`src/rtl/dpfa_pkg.sv`:
```
// Shared types and constants for the dipole pair force accumulator.
`timescale 1ns / 1ps
package dpfa_pkg;

	localparam int UNIT_BITS = 30;
	localparam int MUL_STEPS = 64;
	localparam int DIV_STEPS = 64;
	localparam int ROOT_STEPS = 32;
	localparam int CNT_W = 7;

	localparam logic [63:0] MAG_MAX = 64'h7FFF_FFFF_FFFF_FFFF;
	localparam logic [63:0] VAL_MIN = 64'h8000_0000_0000_0000;
	localparam logic [63:0] ROOT_BIT_INIT = 64'h4000_0000_0000_0000;
	localparam logic signed [47:0] SUM_MAX = 48'sh7FFF_FFFF_FFFF;
	localparam logic signed [47:0] SUM_MIN = 48'sh8000_0000_0000;
	localparam logic [63:0] FIVE = 64'd5;

	typedef enum logic [1:0] {
		ALU_MUL,
		ALU_DIV,
		ALU_SQRT
	} alu_op_t;

	typedef enum logic [1:0] {
		SH_NONE,
		SH_UNIT,
		SH_FRAC
	} alu_sh_t;

	typedef struct packed {
		alu_op_t     op;
		alu_sh_t     sh;
		logic [63:0] a;
		logic [63:0] b;
		logic [31:0] d;
	} alu_req_t;

	typedef struct packed {
		logic        done;
		logic        clip;
		logic [63:0] value;
	} alu_rsp_t;

	typedef enum logic [3:0] {
		ST_IDLE,
		ST_SQUARE,
		ST_ROOT,
		ST_UNIT,
		ST_DOT,
		ST_WEIGHT,
		ST_TERM,
		ST_SCALE,
		ST_ACCUM,
		ST_FINISH
	} seq_state_t;

endpackage

```
`src/rtl/dpfa_alu.sv`:
```
// Shared iterative unit: shift-add multiply, restoring divide, digit square root.
`timescale 1ns / 1ps
module dpfa_alu #(
	parameter int FRAC_BITS = 24
) (
	input  logic               clk,
	input  logic               arst_n,
	input  logic               start,
	input  dpfa_pkg::alu_req_t req,
	output dpfa_pkg::alu_rsp_t rsp
);
	import dpfa_pkg::*;

	logic               busy_q;
	logic [CNT_W-1:0]   cnt_q;
	alu_op_t            op_q;
	alu_sh_t            sh_q;
	logic               neg_q;
	logic               ovf_q;
	logic [127:0]       prod_q;
	logic [63:0]        opa_q;
	logic [31:0]        rem_q;
	logic [63:0]        root_q;
	logic [63:0]        bit_q;
	logic               done_q;
	logic               clip_q;
	logic [63:0]        value_q;

	logic [63:0]  mag_a;
	logic [63:0]  mag_b;
	logic [127:0] num;
	logic [64:0]  mul_sum;
	logic [32:0]  div_trial;
	logic         div_ge;
	logic [32:0]  div_diff;
	logic [63:0]  root_try;
	logic [127:0] prod_sh;
	logic         fin_sat;
	logic [63:0]  fin_mag;
	logic [63:0]  fin_value;
	logic         fin_clip;

	// Operand magnitudes and shifted dividend
	always_comb begin
		mag_a = req.a[63] ? (64'd0 - req.a) : req.a;
		mag_b = req.b[63] ? (64'd0 - req.b) : req.b;
		case (req.sh)
			SH_UNIT: num = {64'd0, mag_a} << UNIT_BITS;
			SH_FRAC: num = {64'd0, mag_a} << FRAC_BITS;
			default: num = {64'd0, mag_a};
		endcase
	end

	// One step of each iteration
	always_comb begin
		mul_sum = {1'b0, prod_q[127:64]} + (prod_q[0] ? {1'b0, opa_q} : 65'd0);
		div_trial = {rem_q, prod_q[63]};
		div_ge = div_trial >= {1'b0, opa_q[31:0]};
		div_diff = div_trial - {1'b0, opa_q[31:0]};
		root_try = root_q + bit_q;
	end

	// Final scaling, saturation and sign
	always_comb begin
		case (sh_q)
			SH_UNIT: prod_sh = prod_q >> UNIT_BITS;
			SH_FRAC: prod_sh = prod_q >> FRAC_BITS;
			default: prod_sh = prod_q;
		endcase
		fin_sat = 1'b0;
		fin_mag = 64'd0;
		case (op_q)
			ALU_MUL: begin
				fin_sat = |prod_sh[127:63];
				fin_mag = fin_sat ? MAG_MAX : prod_sh[63:0];
			end
			ALU_DIV: begin
				fin_sat = ovf_q | prod_q[63];
				fin_mag = fin_sat ? MAG_MAX : prod_q[63:0];
			end
			default: begin
				fin_sat = 1'b0;
				fin_mag = root_q;
			end
		endcase
		fin_clip = fin_sat;
		fin_value = neg_q ? (64'd0 - fin_mag) : fin_mag;
	end

	// Control: load, count down, finish
	always_ff @(posedge clk or negedge arst_n) begin
		if (!arst_n) begin
			busy_q <= 1'b0;
			cnt_q <= '0;
			done_q <= 1'b0;
		end else begin
			done_q <= 1'b0;
			if (start) begin
				busy_q <= 1'b1;
				case (req.op)
					ALU_MUL: cnt_q <= CNT_W'(MUL_STEPS);
					ALU_DIV: cnt_q <= (num[127:64] >= {32'd0, req.d}) ? '0 : CNT_W'(DIV_STEPS);
					default: cnt_q <= CNT_W'(ROOT_STEPS);
				endcase
			end else if (busy_q) begin
				if (cnt_q == '0) begin
					busy_q <= 1'b0;
					done_q <= 1'b1;
				end else begin
					cnt_q <= cnt_q - CNT_W'(1);
				end
			end
		end
	end

	// Datapath registers
	always_ff @(posedge clk) begin
		if (start) begin
			op_q <= req.op;
			sh_q <= req.sh;
			ovf_q <= 1'b0;
			case (req.op)
				ALU_MUL: begin
					prod_q <= {64'd0, mag_b};
					opa_q <= mag_a;
					neg_q <= req.a[63] ^ req.b[63];
				end
				ALU_DIV: begin
					prod_q <= {64'd0, num[63:0]};
					rem_q <= num[95:64];
					opa_q <= {32'd0, req.d};
					neg_q <= req.a[63];
					ovf_q <= num[127:64] >= {32'd0, req.d};
				end
				default: begin
					prod_q <= {64'd0, req.a};
					root_q <= 64'd0;
					bit_q <= ROOT_BIT_INIT;
					neg_q <= 1'b0;
				end
			endcase
		end else if (busy_q && cnt_q != '0) begin
			case (op_q)
				ALU_MUL: prod_q <= {mul_sum, prod_q[63:1]};
				ALU_DIV: begin
					rem_q <= div_ge ? div_diff[31:0] : div_trial[31:0];
					prod_q[63:0] <= {prod_q[62:0], div_ge};
				end
				default: begin
					if (prod_q[63:0] >= root_try) begin
						prod_q[63:0] <= prod_q[63:0] - root_try;
						root_q <= (root_q >> 1) + bit_q;
					end else begin
						root_q <= root_q >> 1;
					end
					bit_q <= bit_q >> 2;
				end
			endcase
		end
		if (busy_q && cnt_q == '0) begin
			value_q <= fin_value;
			clip_q <= fin_clip;
		end
	end

	assign rsp.done = done_q;
	assign rsp.clip = clip_q;
	assign rsp.value = value_q;

endmodule

```
`src/rtl/dipole_pair_force_accumulator_top.sv`:
```
// Top level: pair sequencer, accumulators and result register around the shared unit.
//
//   channel  | handshake              | payload
//   input    | in_valid / in_stall    | sep_*, radius_sum, moment_i_*, moment_j_*, last_neighbour
//   output   | out_valid / out_stall  | force_*, zero_distance_seen, saturated
//   config   | cfg_valid / cfg_ready  | cfg_data (force_coefficient)
//
// A pair runs 41 multiplies and divides plus a square root, all through the one shared unit.
// A pair at zero distance runs three squares only.
// in_stall is high from acceptance until the pair is done; a last pair waits while the
// previous result word is still held in the output register.
// Reset clears sums, flags, coefficient and the output valid.
`timescale 1ns / 1ps
module dipole_pair_force_accumulator_top #(
	parameter int FRAC_BITS = 24
) (
	input  logic               clk,
	input  logic               arst_n,
	input  logic               in_valid,
	output logic               in_stall,
	input  logic signed [31:0] sep_x,
	input  logic signed [31:0] sep_y,
	input  logic signed [31:0] sep_z,
	input  logic [30:0]        radius_sum,
	input  logic signed [31:0] moment_i_x,
	input  logic signed [31:0] moment_i_y,
	input  logic signed [31:0] moment_i_z,
	input  logic signed [31:0] moment_j_x,
	input  logic signed [31:0] moment_j_y,
	input  logic signed [31:0] moment_j_z,
	input  logic               last_neighbour,
	output logic               out_valid,
	input  logic               out_stall,
	output logic signed [47:0] force_x,
	output logic signed [47:0] force_y,
	output logic signed [47:0] force_z,
	output logic               zero_distance_seen,
	output logic               saturated,
	input  logic               cfg_valid,
	output logic               cfg_ready,
	input  logic [31:0]        cfg_data
);
	import dpfa_pkg::*;

	seq_state_t state_q, state_d;
	logic [1:0] axis_q;
	logic [1:0] sub_q;
	logic       pend_q;

	logic [31:0]        coef_q;
	logic signed [31:0] sep_q [3];
	logic signed [31:0] mi_q [3];
	logic signed [31:0] mj_q [3];
	logic signed [31:0] u_q [3];
	logic [30:0]        rsum_q;
	logic               last_q;
	logic [63:0]        r2_q;
	logic [31:0]        r_q;
	logic signed [63:0] mir_q, mjr_q, mumu_q, w_q, t_q;
	logic signed [47:0] sum_q [3];
	logic               zero_q, clip_q;

	logic               out_valid_q;
	logic signed [47:0] force_x_q, force_y_q, force_z_q;
	logic               zero_out_q, sat_out_q;

	alu_req_t  req;
	alu_rsp_t  rsp;
	logic      alu_start;
	logic      accept;
	logic      fin_go;
	logic [63:0] r2_next;

	logic signed [63:0] add_a, add_b;
	logic               add_sub;
	logic signed [64:0] add_raw;
	logic signed [63:0] add_res;
	logic               add_clip;
	logic signed [65:0] acc_raw;
	logic signed [47:0] acc_res;
	logic               acc_clip;

	dpfa_alu #(
		.FRAC_BITS(FRAC_BITS)
	) u_alu (
		.clk(clk),
		.arst_n(arst_n),
		.start(alu_start),
		.req(req),
		.rsp(rsp)
	);

	assign accept = in_valid && !in_stall;
	assign fin_go = (state_q == ST_FINISH) && (!last_q || !out_valid_q || !out_stall);
	assign r2_next = r2_q + rsp.value;
	assign cfg_ready = 1'b1;

	// Next state
	always_comb begin
		state_d = state_q;
		case (state_q)
			ST_IDLE: if (in_valid) state_d = ST_SQUARE;
			ST_SQUARE: begin
				if (rsp.done && axis_q == 2'd2) state_d = (r2_next == 64'd0) ? ST_FINISH : ST_ROOT;
			end
			ST_ROOT: if (rsp.done) state_d = ST_UNIT;
			ST_UNIT: if (rsp.done && axis_q == 2'd2) state_d = ST_DOT;
			ST_DOT: if (rsp.done && axis_q == 2'd2 && sub_q == 2'd2) state_d = ST_WEIGHT;
			ST_WEIGHT: if (rsp.done && sub_q == 2'd1) state_d = ST_TERM;
			ST_TERM: if (rsp.done && sub_q == 2'd3) state_d = ST_SCALE;
			ST_SCALE: if (rsp.done && sub_q == 2'd3) state_d = ST_ACCUM;
			ST_ACCUM: state_d = (axis_q == 2'd2) ? ST_FINISH : ST_TERM;
			ST_FINISH: if (fin_go) state_d = ST_IDLE;
			default: state_d = ST_IDLE;
		endcase
	end

	// Outputs of the sequencer: issue strobe, operand select, input stall
	always_comb begin
		in_stall = (state_q != ST_IDLE);
		alu_start = 1'b0;
		req.op = ALU_MUL;
		req.sh = SH_NONE;
		req.a = 64'd0;
		req.b = 64'd0;
		req.d = r_q;
		case (state_q)
			ST_SQUARE: begin
				alu_start = !pend_q;
				req.a = 64'(sep_q[axis_q]);
				req.b = 64'(sep_q[axis_q]);
			end
			ST_ROOT: begin
				alu_start = !pend_q;
				req.op = ALU_SQRT;
				req.a = r2_q;
			end
			ST_UNIT: begin
				alu_start = !pend_q;
				req.op = ALU_DIV;
				req.sh = SH_UNIT;
				req.a = 64'(sep_q[axis_q]);
			end
			ST_DOT: begin
				alu_start = !pend_q;
				case (sub_q)
					2'd0: begin
						req.sh = SH_UNIT;
						req.a = 64'(mi_q[axis_q]);
						req.b = 64'(u_q[axis_q]);
					end
					2'd1: begin
						req.sh = SH_UNIT;
						req.a = 64'(mj_q[axis_q]);
						req.b = 64'(u_q[axis_q]);
					end
					default: begin
						req.sh = SH_FRAC;
						req.a = 64'(mi_q[axis_q]);
						req.b = 64'(mj_q[axis_q]);
					end
				endcase
			end
			ST_WEIGHT: begin
				alu_start = !pend_q;
				if (sub_q == 2'd0) begin
					req.sh = SH_FRAC;
					req.a = mir_q;
					req.b = mjr_q;
				end else begin
					req.a = t_q;
					req.b = FIVE;
				end
			end
			ST_TERM: begin
				alu_start = !pend_q;
				case (sub_q)
					2'd0: begin
						req.sh = SH_FRAC;
						req.a = mir_q;
						req.b = 64'(mj_q[axis_q]);
					end
					2'd1: begin
						req.sh = SH_FRAC;
						req.a = mjr_q;
						req.b = 64'(mi_q[axis_q]);
					end
					2'd2: begin
						req.sh = SH_UNIT;
						req.a = w_q;
						req.b = 64'(u_q[axis_q]);
					end
					default: begin
						req.sh = SH_FRAC;
						req.a = t_q;
						req.b = {32'd0, coef_q};
					end
				endcase
			end
			ST_SCALE: begin
				alu_start = !pend_q;
				req.op = ALU_DIV;
				req.sh = SH_FRAC;
				req.a = t_q;
			end
			default: alu_start = 1'b0;
		endcase
	end

	// Shared saturating add and subtract
	always_comb begin
		add_a = t_q;
		add_b = rsp.value;
		add_sub = 1'b0;
		case (state_q)
			ST_DOT: begin
				case (sub_q)
					2'd0: add_a = mir_q;
					2'd1: add_a = mjr_q;
					default: add_a = mumu_q;
				endcase
			end
			ST_WEIGHT: begin
				add_a = mumu_q;
				add_sub = 1'b1;
			end
			default: add_a = t_q;
		endcase
		add_raw = add_sub ? ({add_a[63], add_a} - {add_b[63], add_b})
			: ({add_a[63], add_a} + {add_b[63], add_b});
		add_clip = add_raw[64] != add_raw[63];
		if (add_clip) begin
			add_res = add_raw[64] ? VAL_MIN : MAG_MAX;
		end else begin
			add_res = add_raw[63:0];
		end
	end

	// Accumulator clamp to the sum range
	always_comb begin
		acc_raw = 66'(sum_q[axis_q]) + 66'(t_q);
		acc_clip = 1'b1;
		if (acc_raw > 66'(SUM_MAX)) begin
			acc_res = SUM_MAX;
		end else if (acc_raw < 66'(SUM_MIN)) begin
			acc_res = SUM_MIN;
		end else begin
			acc_res = acc_raw[47:0];
			acc_clip = 1'b0;
		end
	end

	// Control state
	always_ff @(posedge clk or negedge arst_n) begin
		if (!arst_n) begin
			state_q <= ST_IDLE;
			axis_q <= 2'd0;
			sub_q <= 2'd0;
			pend_q <= 1'b0;
			coef_q <= 32'd0;
			sum_q[0] <= '0;
			sum_q[1] <= '0;
			sum_q[2] <= '0;
			zero_q <= 1'b0;
			clip_q <= 1'b0;
			out_valid_q <= 1'b0;
		end else begin
			state_q <= state_d;
			if (cfg_valid && cfg_ready) coef_q <= cfg_data;

			// track the outstanding unit request
			if (alu_start) begin
				pend_q <= 1'b1;
			end else if (rsp.done) begin
				pend_q <= 1'b0;
			end
			if (rsp.done) clip_q <= clip_q | rsp.clip;

			// advance axis and step counters
			case (state_q)
				ST_IDLE: begin
					axis_q <= 2'd0;
					sub_q <= 2'd0;
				end
				ST_SQUARE, ST_UNIT: begin
					if (rsp.done) axis_q <= (axis_q == 2'd2) ? 2'd0 : axis_q + 2'd1;
				end
				default: begin
				end
			endcase

			case (state_q)
				ST_DOT: begin
					if (rsp.done) begin
						clip_q <= clip_q | rsp.clip | add_clip;
						if (sub_q == 2'd2) begin
							sub_q <= 2'd0;
							axis_q <= (axis_q == 2'd2) ? 2'd0 : axis_q + 2'd1;
						end else begin
							sub_q <= sub_q + 2'd1;
						end
					end
				end
				ST_WEIGHT: begin
					if (rsp.done) begin
						sub_q <= (sub_q == 2'd1) ? 2'd0 : sub_q + 2'd1;
						if (sub_q == 2'd1) clip_q <= clip_q | rsp.clip | add_clip;
					end
				end
				ST_TERM: begin
					if (rsp.done) begin
						sub_q <= sub_q + 2'd1;
						if (sub_q == 2'd1 || sub_q == 2'd2) begin
							clip_q <= clip_q | rsp.clip | add_clip;
						end
					end
				end
				ST_SCALE: begin
					if (rsp.done) sub_q <= sub_q + 2'd1;
				end
				ST_ACCUM: begin
					sum_q[axis_q] <= acc_res;
					clip_q <= clip_q | acc_clip;
					axis_q <= (axis_q == 2'd2) ? 2'd0 : axis_q + 2'd1;
				end
				ST_SQUARE: begin
					if (rsp.done && axis_q == 2'd2 && r2_next == 64'd0) zero_q <= 1'b1;
				end
				default: begin
				end
			endcase

			// hand the result word to the output register, then clear the sums
			if (out_valid_q && !out_stall) out_valid_q <= 1'b0;
			if (fin_go && last_q) begin
				out_valid_q <= 1'b1;
				sum_q[0] <= '0;
				sum_q[1] <= '0;
				sum_q[2] <= '0;
				zero_q <= 1'b0;
				clip_q <= 1'b0;
			end
		end
	end

	// Payload registers
	always_ff @(posedge clk) begin
		if (accept) begin
			sep_q[0] <= sep_x;
			sep_q[1] <= sep_y;
			sep_q[2] <= sep_z;
			mi_q[0] <= moment_i_x;
			mi_q[1] <= moment_i_y;
			mi_q[2] <= moment_i_z;
			mj_q[0] <= moment_j_x;
			mj_q[1] <= moment_j_y;
			mj_q[2] <= moment_j_z;
			rsum_q <= radius_sum;
			last_q <= last_neighbour;
			r2_q <= 64'd0;
			mir_q <= '0;
			mjr_q <= '0;
			mumu_q <= '0;
		end
		if (rsp.done) begin
			case (state_q)
				ST_SQUARE: r2_q <= r2_next;
				ST_ROOT: r_q <= rsp.value[31:0];
				ST_UNIT: begin
					u_q[axis_q] <= rsp.value[31:0];
					if (axis_q == 2'd2 && r_q < {1'b0, rsum_q}) r_q <= {1'b0, rsum_q};
				end
				ST_DOT: begin
					case (sub_q)
						2'd0: mir_q <= add_res;
						2'd1: mjr_q <= add_res;
						default: mumu_q <= add_res;
					endcase
				end
				ST_WEIGHT: begin
					if (sub_q == 2'd0) begin
						t_q <= rsp.value;
					end else begin
						w_q <= add_res;
					end
				end
				ST_TERM: begin
					if (sub_q == 2'd1 || sub_q == 2'd2) begin
						t_q <= add_res;
					end else begin
						t_q <= rsp.value;
					end
				end
				ST_SCALE: t_q <= rsp.value;
				default: begin
				end
			endcase
		end
		if (fin_go && last_q) begin
			force_x_q <= sum_q[0];
			force_y_q <= sum_q[1];
			force_z_q <= sum_q[2];
			zero_out_q <= zero_q;
			sat_out_q <= clip_q;
		end
	end

	assign out_valid = out_valid_q;
	assign force_x = force_x_q;
	assign force_y = force_y_q;
	assign force_z = force_z_q;
	assign zero_distance_seen = zero_out_q;
	assign saturated = sat_out_q;

endmodule

```
`config.mk`:
```
export PLATFORM = sky130hd
export DESIGN_NAME = dipole_pair_force_accumulator_top
export DESIGN_NICKNAME = d
export VERILOG_FILES = /design/src/rtl/dpfa_pkg.sv /design/src/rtl/dpfa_alu.sv /design/src/rtl/dipole_pair_force_accumulator_top.sv
export SDC_FILE = /design/constraint.sdc
export NUM_CORES = 2
export LEC_CHECK = 0
export CAP_MARGIN = 20
export CELL_PAD_IN_SITES_DETAIL_PLACEMENT = 0
export CELL_PAD_IN_SITES_GLOBAL_PLACEMENT = 1
export CORE_MARGIN = 2
export CORE_UTILIZATION = 35
export CTS_CLUSTER_DIAMETER = 80
export DETAILED_ROUTE_END_ITERATION = 6
export DONT_BUFFER_PORTS = 1
export MAX_ROUTING_LAYER = met4
export PLACE_DENSITY = 0.57
export SLEW_MARGIN = 20
export SYNTH_ARGS = -nofsm -noshare
export SYNTH_HDL_FRONTEND = slang
export SYNTH_SLANG_ARGS = --single-unit
```
`constraint.sdc`:
```
create_clock -name clk -period 12.9 [get_ports clk]
set_clock_uncertainty 0.15 [all_clocks]
set_input_delay 1.935 -clock clk [delete_from_list [all_inputs] [get_ports clk]]
set_output_delay 1.935 -clock clk [all_outputs]
set_load 0.01 [all_outputs]
```
---- Yosys cells after proc, flatten, opt, wreduce, memory -nomap -nowiden ----
Memory sizes are Yosys's and may differ from the RTL's.
Index checks and enable logic that the tools add are counted.
word-level totals
  output and inout bits ................... 149
  memory bits (writable) .................. 384
  bits in registers ....................... 1214
  word-level logic and storage cells ...... 305
  memories ................................ 4
  bits of input ports ..................... 357
memories
  name   depth  width  rd ports  clocked after memory_dff  write ports  line                                     RTL
  mi_q   3      32     1         0                         3            dipole_pair_force_accumulator_top.sv:52  logic signed [31:0] mi_q [3];
  mj_q   3      32     1         0                         3            dipole_pair_force_accumulator_top.sv:53  logic signed [31:0] mj_q [3];
  sep_q  3      32     1         0                         3            dipole_pair_force_accumulator_top.sv:51  logic signed [31:0] sep_q [3];
  u_q    3      32     1         0                         1            dipole_pair_force_accumulator_top.sv:54  logic signed [31:0] u_q [3];
operators by class
  equal/unequal tests ..................... 35
  bitwise operators ....................... 7
  magnitude comparators ................... 8
  muxes and demuxes ....................... 135
  add/sub/neg operators ................... 15
  reductions and logical operators ........ 61
operators by type and width
  kind                                                             count
  two-way mux 64 bit                                               36
  one-hot mux 64 bit (2 select lines)                              6
  one-hot mux 130 bit (3 select lines)                             1
  two-way mux 128 bit                                              3
  one-hot mux 64 bit (6 select lines)                              1
  two-way mux 144 bit                                              2
  one-hot mux 130 bit (2 select lines)                             1
  one-hot mux 128 bit (2 select lines)                             1
  one-hot mux 64 bit (4 select lines)                              1
  two-way mux 48 bit                                               5
  two-way mux 32 bit                                               6
  one-hot mux 64 bit (3 select lines)                              1
  subtractor 1 x 64 -> 64 bit, first input constant                3
  one-hot mux 94 bit (2 select lines)                              1
  bitwise mux 144 bit                                              1
  adder 64 bit                                                     2
  binary-select mux 48 bit (select 2 bit)                          1
  demux 48 bit (select 2 bit)                                      1
  adder 48 x 64 -> 65 bit                                          1
  adder 64 x 64 -> 65 bit                                          1
  adder 64 x 65 -> 65 bit                                          1
  greater-than comparator 65 x 48 -> 1 bit, second input constant  1
  less-than comparator 65 x 48 -> 1 bit, second input constant     1
  two-way mux 65 bit                                               1
  54 further kinds                                                 182

---- Longest topological paths before layout ----
  depth in word-level cells ............... 11
  gate-level depth with buffers ........... 34
  gate-level depth less buffers ........... 29

---- Hierarchy ----
A second synthesis with hierarchy kept.
second synthesis, totals
  cell total of the unflattened synthesis .. 10984
  area total of the unflattened synthesis .. 101328.4 um^2
modules (own cells, without submodules)
  module                             cells each  times used  area each (um^2)  sequential area each (um^2)
  dipole_pair_force_accumulator_top  6363        1           62483.7           31510.2
  dpfa_alu                           4621        1           38844.8           11966.5

---- Least setup slack after synthesis ----
OpenSTA, ideal clock, no wires.
  path type ............................... input to register
  from .................................... input out_stall
  to ...................................... register sum_q[112] in the netlist's numbering
  setup time .............................. 0.124 ns
  buffers on the path ..................... 2
  arrival time ............................ 10.506 ns
  slack ................................... 2.120 ns
  data required time ...................... 12.626 ns
  stages on the path ...................... 5
  path through ............................ a21oi_1 -> nor2_1 -> clkbuf_1 -> clkbuf_1 -> a211o_1
on the way
  cells in the longest elaborated chain, start to end .. 5
  elaborated cells on any way between the ends .. 6
  those cells by class .................... mux (1); reduce/logical (5)
ends and longest elaborated chain
  element                                                    line                                      RTL
  start, declared                                            dipole_pair_force_accumulator_top.sv:33   input logic out_stall,
  zero test 1 bit (*)                                        dipole_pair_force_accumulator_top.sv:94   assign fin_go = (state_q == ST_FINISH) && (!last_q || !out_valid_q || !out_stall);
  logical OR 1 bit (*)                                       dipole_pair_force_accumulator_top.sv:94
  logical AND 1 bit (*)                                      dipole_pair_force_accumulator_top.sv:94
  logical AND 1 bit (*)                                      dipole_pair_force_accumulator_top.sv:335  if (fin_go && last_q) begin
  two-way mux 144 bit or nonzero test 2 bit (tied branches)  --
  end signal, assigned by index                              dipole_pair_force_accumulator_top.sv:322  sum_q[axis_q] <= acc_res;
  end, declared                                              dipole_pair_force_accumulator_top.sv:60   logic signed [47:0] sum_q [3];
Every way passes the cells marked *; elsewhere a longest branch is shown, timed or not.
A chain may end at the register's enable or synchronous reset.

---- Worst setup path in the final report ----
  from .................................... register sub_q[0]
  to ...................................... register u_alu.ovf_q (data pin)
on the way
  cells in the longest elaborated chain, start to end .. 7
  elaborated cells on any way between the ends .. 15
  those cells by class .................... add/sub (1); order compare (1); eq/ne (4); mux (8); reduce/logical (1)
ends and longest elaborated chain
  element                                                             line                                      RTL
  start, declared                                                     dipole_pair_force_accumulator_top.sv:47   logic [1:0] sub_q;
  start signal, assigned                                              dipole_pair_force_accumulator_top.sv:300  sub_q <= sub_q + 2'd1;
  start signal, assigned                                              dipole_pair_force_accumulator_top.sv:306  sub_q <= (sub_q == 2'd1) ? 2'd0 : sub_q + 2'd1;
  start signal, assigned                                              dipole_pair_force_accumulator_top.sv:312  sub_q <= sub_q + 2'd1;
  equality test 2 bit, or another cell as far along                   dipole_pair_force_accumulator_top.sv:177  case (sub_q)
  one-hot mux 130 bit (3 select lines), or another cell as far along  dipole_pair_force_accumulator_top.sv:177
  one-hot mux 64 bit (6 select lines)                                 dipole_pair_force_accumulator_top.sv:127  case (state_q)
  subtractor 1 x 64 -> 64 bit                                         dpfa_alu.sv:45                            mag_a = req.a[63] ? (64'd0 - req.a) : req.a;
  two-way mux 64 bit                                                  dpfa_alu.sv:45
  one-hot mux 94 bit (2 select lines) (*)                             dpfa_alu.sv:47                            case (req.sh)
  >= comparator 64 x 32 -> 1 bit (*)                                  dpfa_alu.sv:133                           ovf_q <= num[127:64] >= {32'd0, req.d};
  end signal, assigned                                                dpfa_alu.sv:133
  end, declared                                                       dpfa_alu.sv:19                            logic ovf_q;
Marked as above.

==> out/summary.txt <==
CTS sink cnt -> 1,566
Crit-path max FO -> 27
Vias -> 95.8k
DRC Markers -> 0
Syn Area/Cell -> 9.40 sq um
Clock Pin Slew Worst Setup and Hold Paths -> 70 ps
Fin cells -> 15.0k
Yosys reg bits -> 1,566
Period utilization -> 77.1%
Core area -> 294,000 sq um
Area share of the largest cell type after synthesis -> 32.4%
PortBufs -> 0
Synth Instances -> 11.0k
Worst-margin pin slew -> 1250 ps
Core Rows -> 199
Placement Cell Area -> 108,000 sq um
Worst setup EP type -> flip-flop
Prevailing post-synth register cell -> edfxtp_1
Area Growth Syn to Fin -> 11.8%
Max VDD drop -> 0.114 mV
Num CTS Buffers -> 201
Synth area leader -> edfxtp_1
R2R depth -> 27
Initial Util -> 35.2%
Final setup fails -> 0
Yosys warnings -> 0
Die Height -> 547 um
Final core occ -> 39.3%
Worst path buffer plus inverter count -> 3
Status -> complete, no violations
Sequential area share after synthesis -> 42.1%
Reg2reg start -> sub_q[0]$_DFF_PN0_
Most frequent CP cell -> a21o_1
Crit path required time -> 13,320 ps
PwrDens -> 97.4 nW/um^2
Remaining global-route overflow -> 0
HP Start -> mumu_q[45]$_DFF_P_
Remaining antenna violation count after routing -> 0
CTS max path bufs -> 4
Clock period minus worst slack -> 9940 ps
Crit path DAT -> 10,360 ps
Mapped Nets -> 11.8k
CTS root buffer -> clkbuf_16
Post-DP HPWL -> 424,000 um
Largest net degree at the start of global routing -> 198
Slew headroom -> 16.4%
RD Place Congestion -> 1.06
Die Wd -> 547 um
Most numerous cell in the Yosys netlist -> edfxtp_1
CP Class -> flip-flop to flip-flop
Final #Nets -> 11.7k
Post-DR wirelength/cell -> 36.8 um
Total Wirelength -> 549,000 um
Resized Gates After CTS -> 0
Post-synth cell types -> 111
Clk_lat worst skew -> 960 ps
RR Endpoint -> u_alu.ovf_q$_SDFFCE_PN0P_
WP depth -> 27
Synth top area cells -> edfxtp_1, ha_1, dfxtp_1, dfrtp_1, o21ai_0
First-pass GRT wire length -> 747,000 um
TritonCTS clock tree -> done
Hold bufs inserted after CTS -> 0
Post-Route Setup TNS -> 0 ps
LEAKAGE -> 44.8 nW
Io pins -> 506
Worst path max stage delay -> 870 ps
Fin. max-slew vios -> 0
Design area -> 115,000 sq um
Fmax -> 101 MHz
Max-cap violations -> 0
Total die area -> 299,000 sq um
Final Hold Viols -> 0
RSZ-0062 raised after global routing -> no
GRT Total Usage -> 36.4%
Total power -> 0.0112 W
Mapped cell area -> 103,000 sq um
Share of layout cells above drive strength 1 -> 9.74%
Slowest CP cell -> nor4_1
EDFF count, synth -> 1,113
FF-to-FF setup slack -> 2960 ps
Vias in the first global route -> 88.5k
Post-synthesis async set-or-reset flop share -> 12.6%
Routed vias/inst -> 6.41
H-tree levels -> 4
Initial antenna violation count -> 98
CP Launch Type -> flip-flop
CP top delay family -> simple AND/OR/NAND/NOR gates
Synth cell count leaders -> edfxtp_1, nand2_1, nor2_1
CP endpoint -> u_alu.ovf_q$_SDFFCE_PN0P_
Critical path startpoint -> sub_q[0]$_DFF_PN0_
Post-CTS setup buffer count -> 0
Iter 0 DRT Violations -> 13.8k
Placed insts -> 14.5k
Tightest Hold Check Type -> flip-flop to flip-flop
First-pass DRT Iterations -> 7
cells in the final DEF (no fill, tap or decap), types with 68 or more instances in the layout:
| master | Yosys | layout |
|---|---|---|
| o31ai_1 | 95 | 94 |
| mux2_2 | 166 | 166 |
| mux2i_1 | 209 | 209 |
| nor2b_1 | 88 | 86 |
| a211oi_1 | 111 | 111 |
| dfxtp_1 | 256 | 256 |
| o211ai_1 | 129 | 129 |
| nand2_1 | 1056 | 1050 |
| nand4_1 | 134 | 134 |
| o21bai_1 | 68 | 68 |
| edfxtp_1 | 1113 | 1113 |
| nand3_1 | 251 | 250 |
| xor2_1 | 307 | 301 |
| ha_1 | 494 | 488 |
| inv_1 | 283 | 279 |
| nand2b_1 | 190 | 190 |
| nor2_1 | 947 | 929 |
| nor4_1 | 85 | 79 |
| dfrtp_1 | 197 | 195 |
| a21oi_1 | 690 | 688 |
| a22oi_1 | 76 | 76 |
| clkbuf_16 | 0 | 204 |
| a21o_1 | 219 | 219 |
| a31oi_1 | 131 | 130 |
| o22ai_1 | 88 | 88 |
| a22o_1 | 110 | 109 |
| a221o_1 | 101 | 101 |
| and3_1 | 78 | 77 |
| xnor2_1 | 351 | 334 |
| nor3_1 | 186 | 176 |
| o21ai_0 | 892 | 886 |
| and2_1 | 130 | 130 |
| buf_4 | 8 | 303 |
| a221oi_1 | 123 | 123 |
| o21a_1 | 72 | 71 |
routing by layer:
metal  share of wire (%)  global-route usage (%)  vias to the layer above
met5                   0                       -                        -
met4                 5.3                    16.6                        0
met3                  11                    10.3                     1000
met2                  41                    50.8                     5660
met1                  42                    48.4                    48000
li1                    -                       -                    41100
final cells by class:
class | count | area [sq um]
Fill cell | 29200 | 178000
Multi-Input combinational cell | 8429 | 56600
Sequential cell | 1566 | 43500
Clock buffer | 252 | 5490
Tap cell | 3919 | 4900
Timing Repair Buffer | 310 | 2370
Clock inverter | 121 | 1310
Inverter | 289 | 1100
Antenna cell | 66 | 165
worst min path at each step:
| stage | to | slack [ps] | cells after the start |
|---|---|---|---|
| final | mumu_q[45]$_DFF_P_ | 310 | 2 |
| after global routing | zero_distance_seen$_DFFE_PP_ | 320 | 0 |
| after CTS | mumu_q[45]$_DFF_P_ | 310 | 2 |
| after detailed placement | mumu_q[45]$_DFF_P_ | 290 | 2 |
| after global placement | zero_distance_seen$_DFFE_PP_ | 280 | 0 |
| after floorplan | mumu_q[41]$_DFF_P_ | 280 | 2 |
registers in the layout, indices dropped and copies added (netlist names), 96 cells and up:
signal / flops
sep_q: 96
mj_q: 96
u_q: 96
u_alu.prod_q: 128
mi_q: 96
sum_q: 144
cell families after synthesis:
kind of cell	count (synthesis)	synth area share [%]
compound gates	3460	22.5
simple gates	3387	15.6
flops	1566	42.1
buf+inv	982	3.79
xor+xnor	658	5.58
fa+ha+maj	521	6.31
mux	402	4.14
other cells	1	0.00363
tightest hold or removal path: stages (launching register included):
cell and delay, ps:
dfxtp_1 330, nand2_1 40, o21ai_0 50
power breakdown:
group	switching (W)	internal, W	leakage [nW]
sequential	0.0000102	0.00535	14.6
combinational	0.00000401	0.0000103	26.9
clock	0.00249	0.00338	3.31
per-stage QoR:
step	hold WS [ps]	setup slack (ps)
after CTS	307	3260
after global routing	321	2870
final	306	2960
after global placement	281	2230
after detailed placement	293	3320
after floorplan	275	2120
Note: power is estimated with default switching activity, not from simulation.
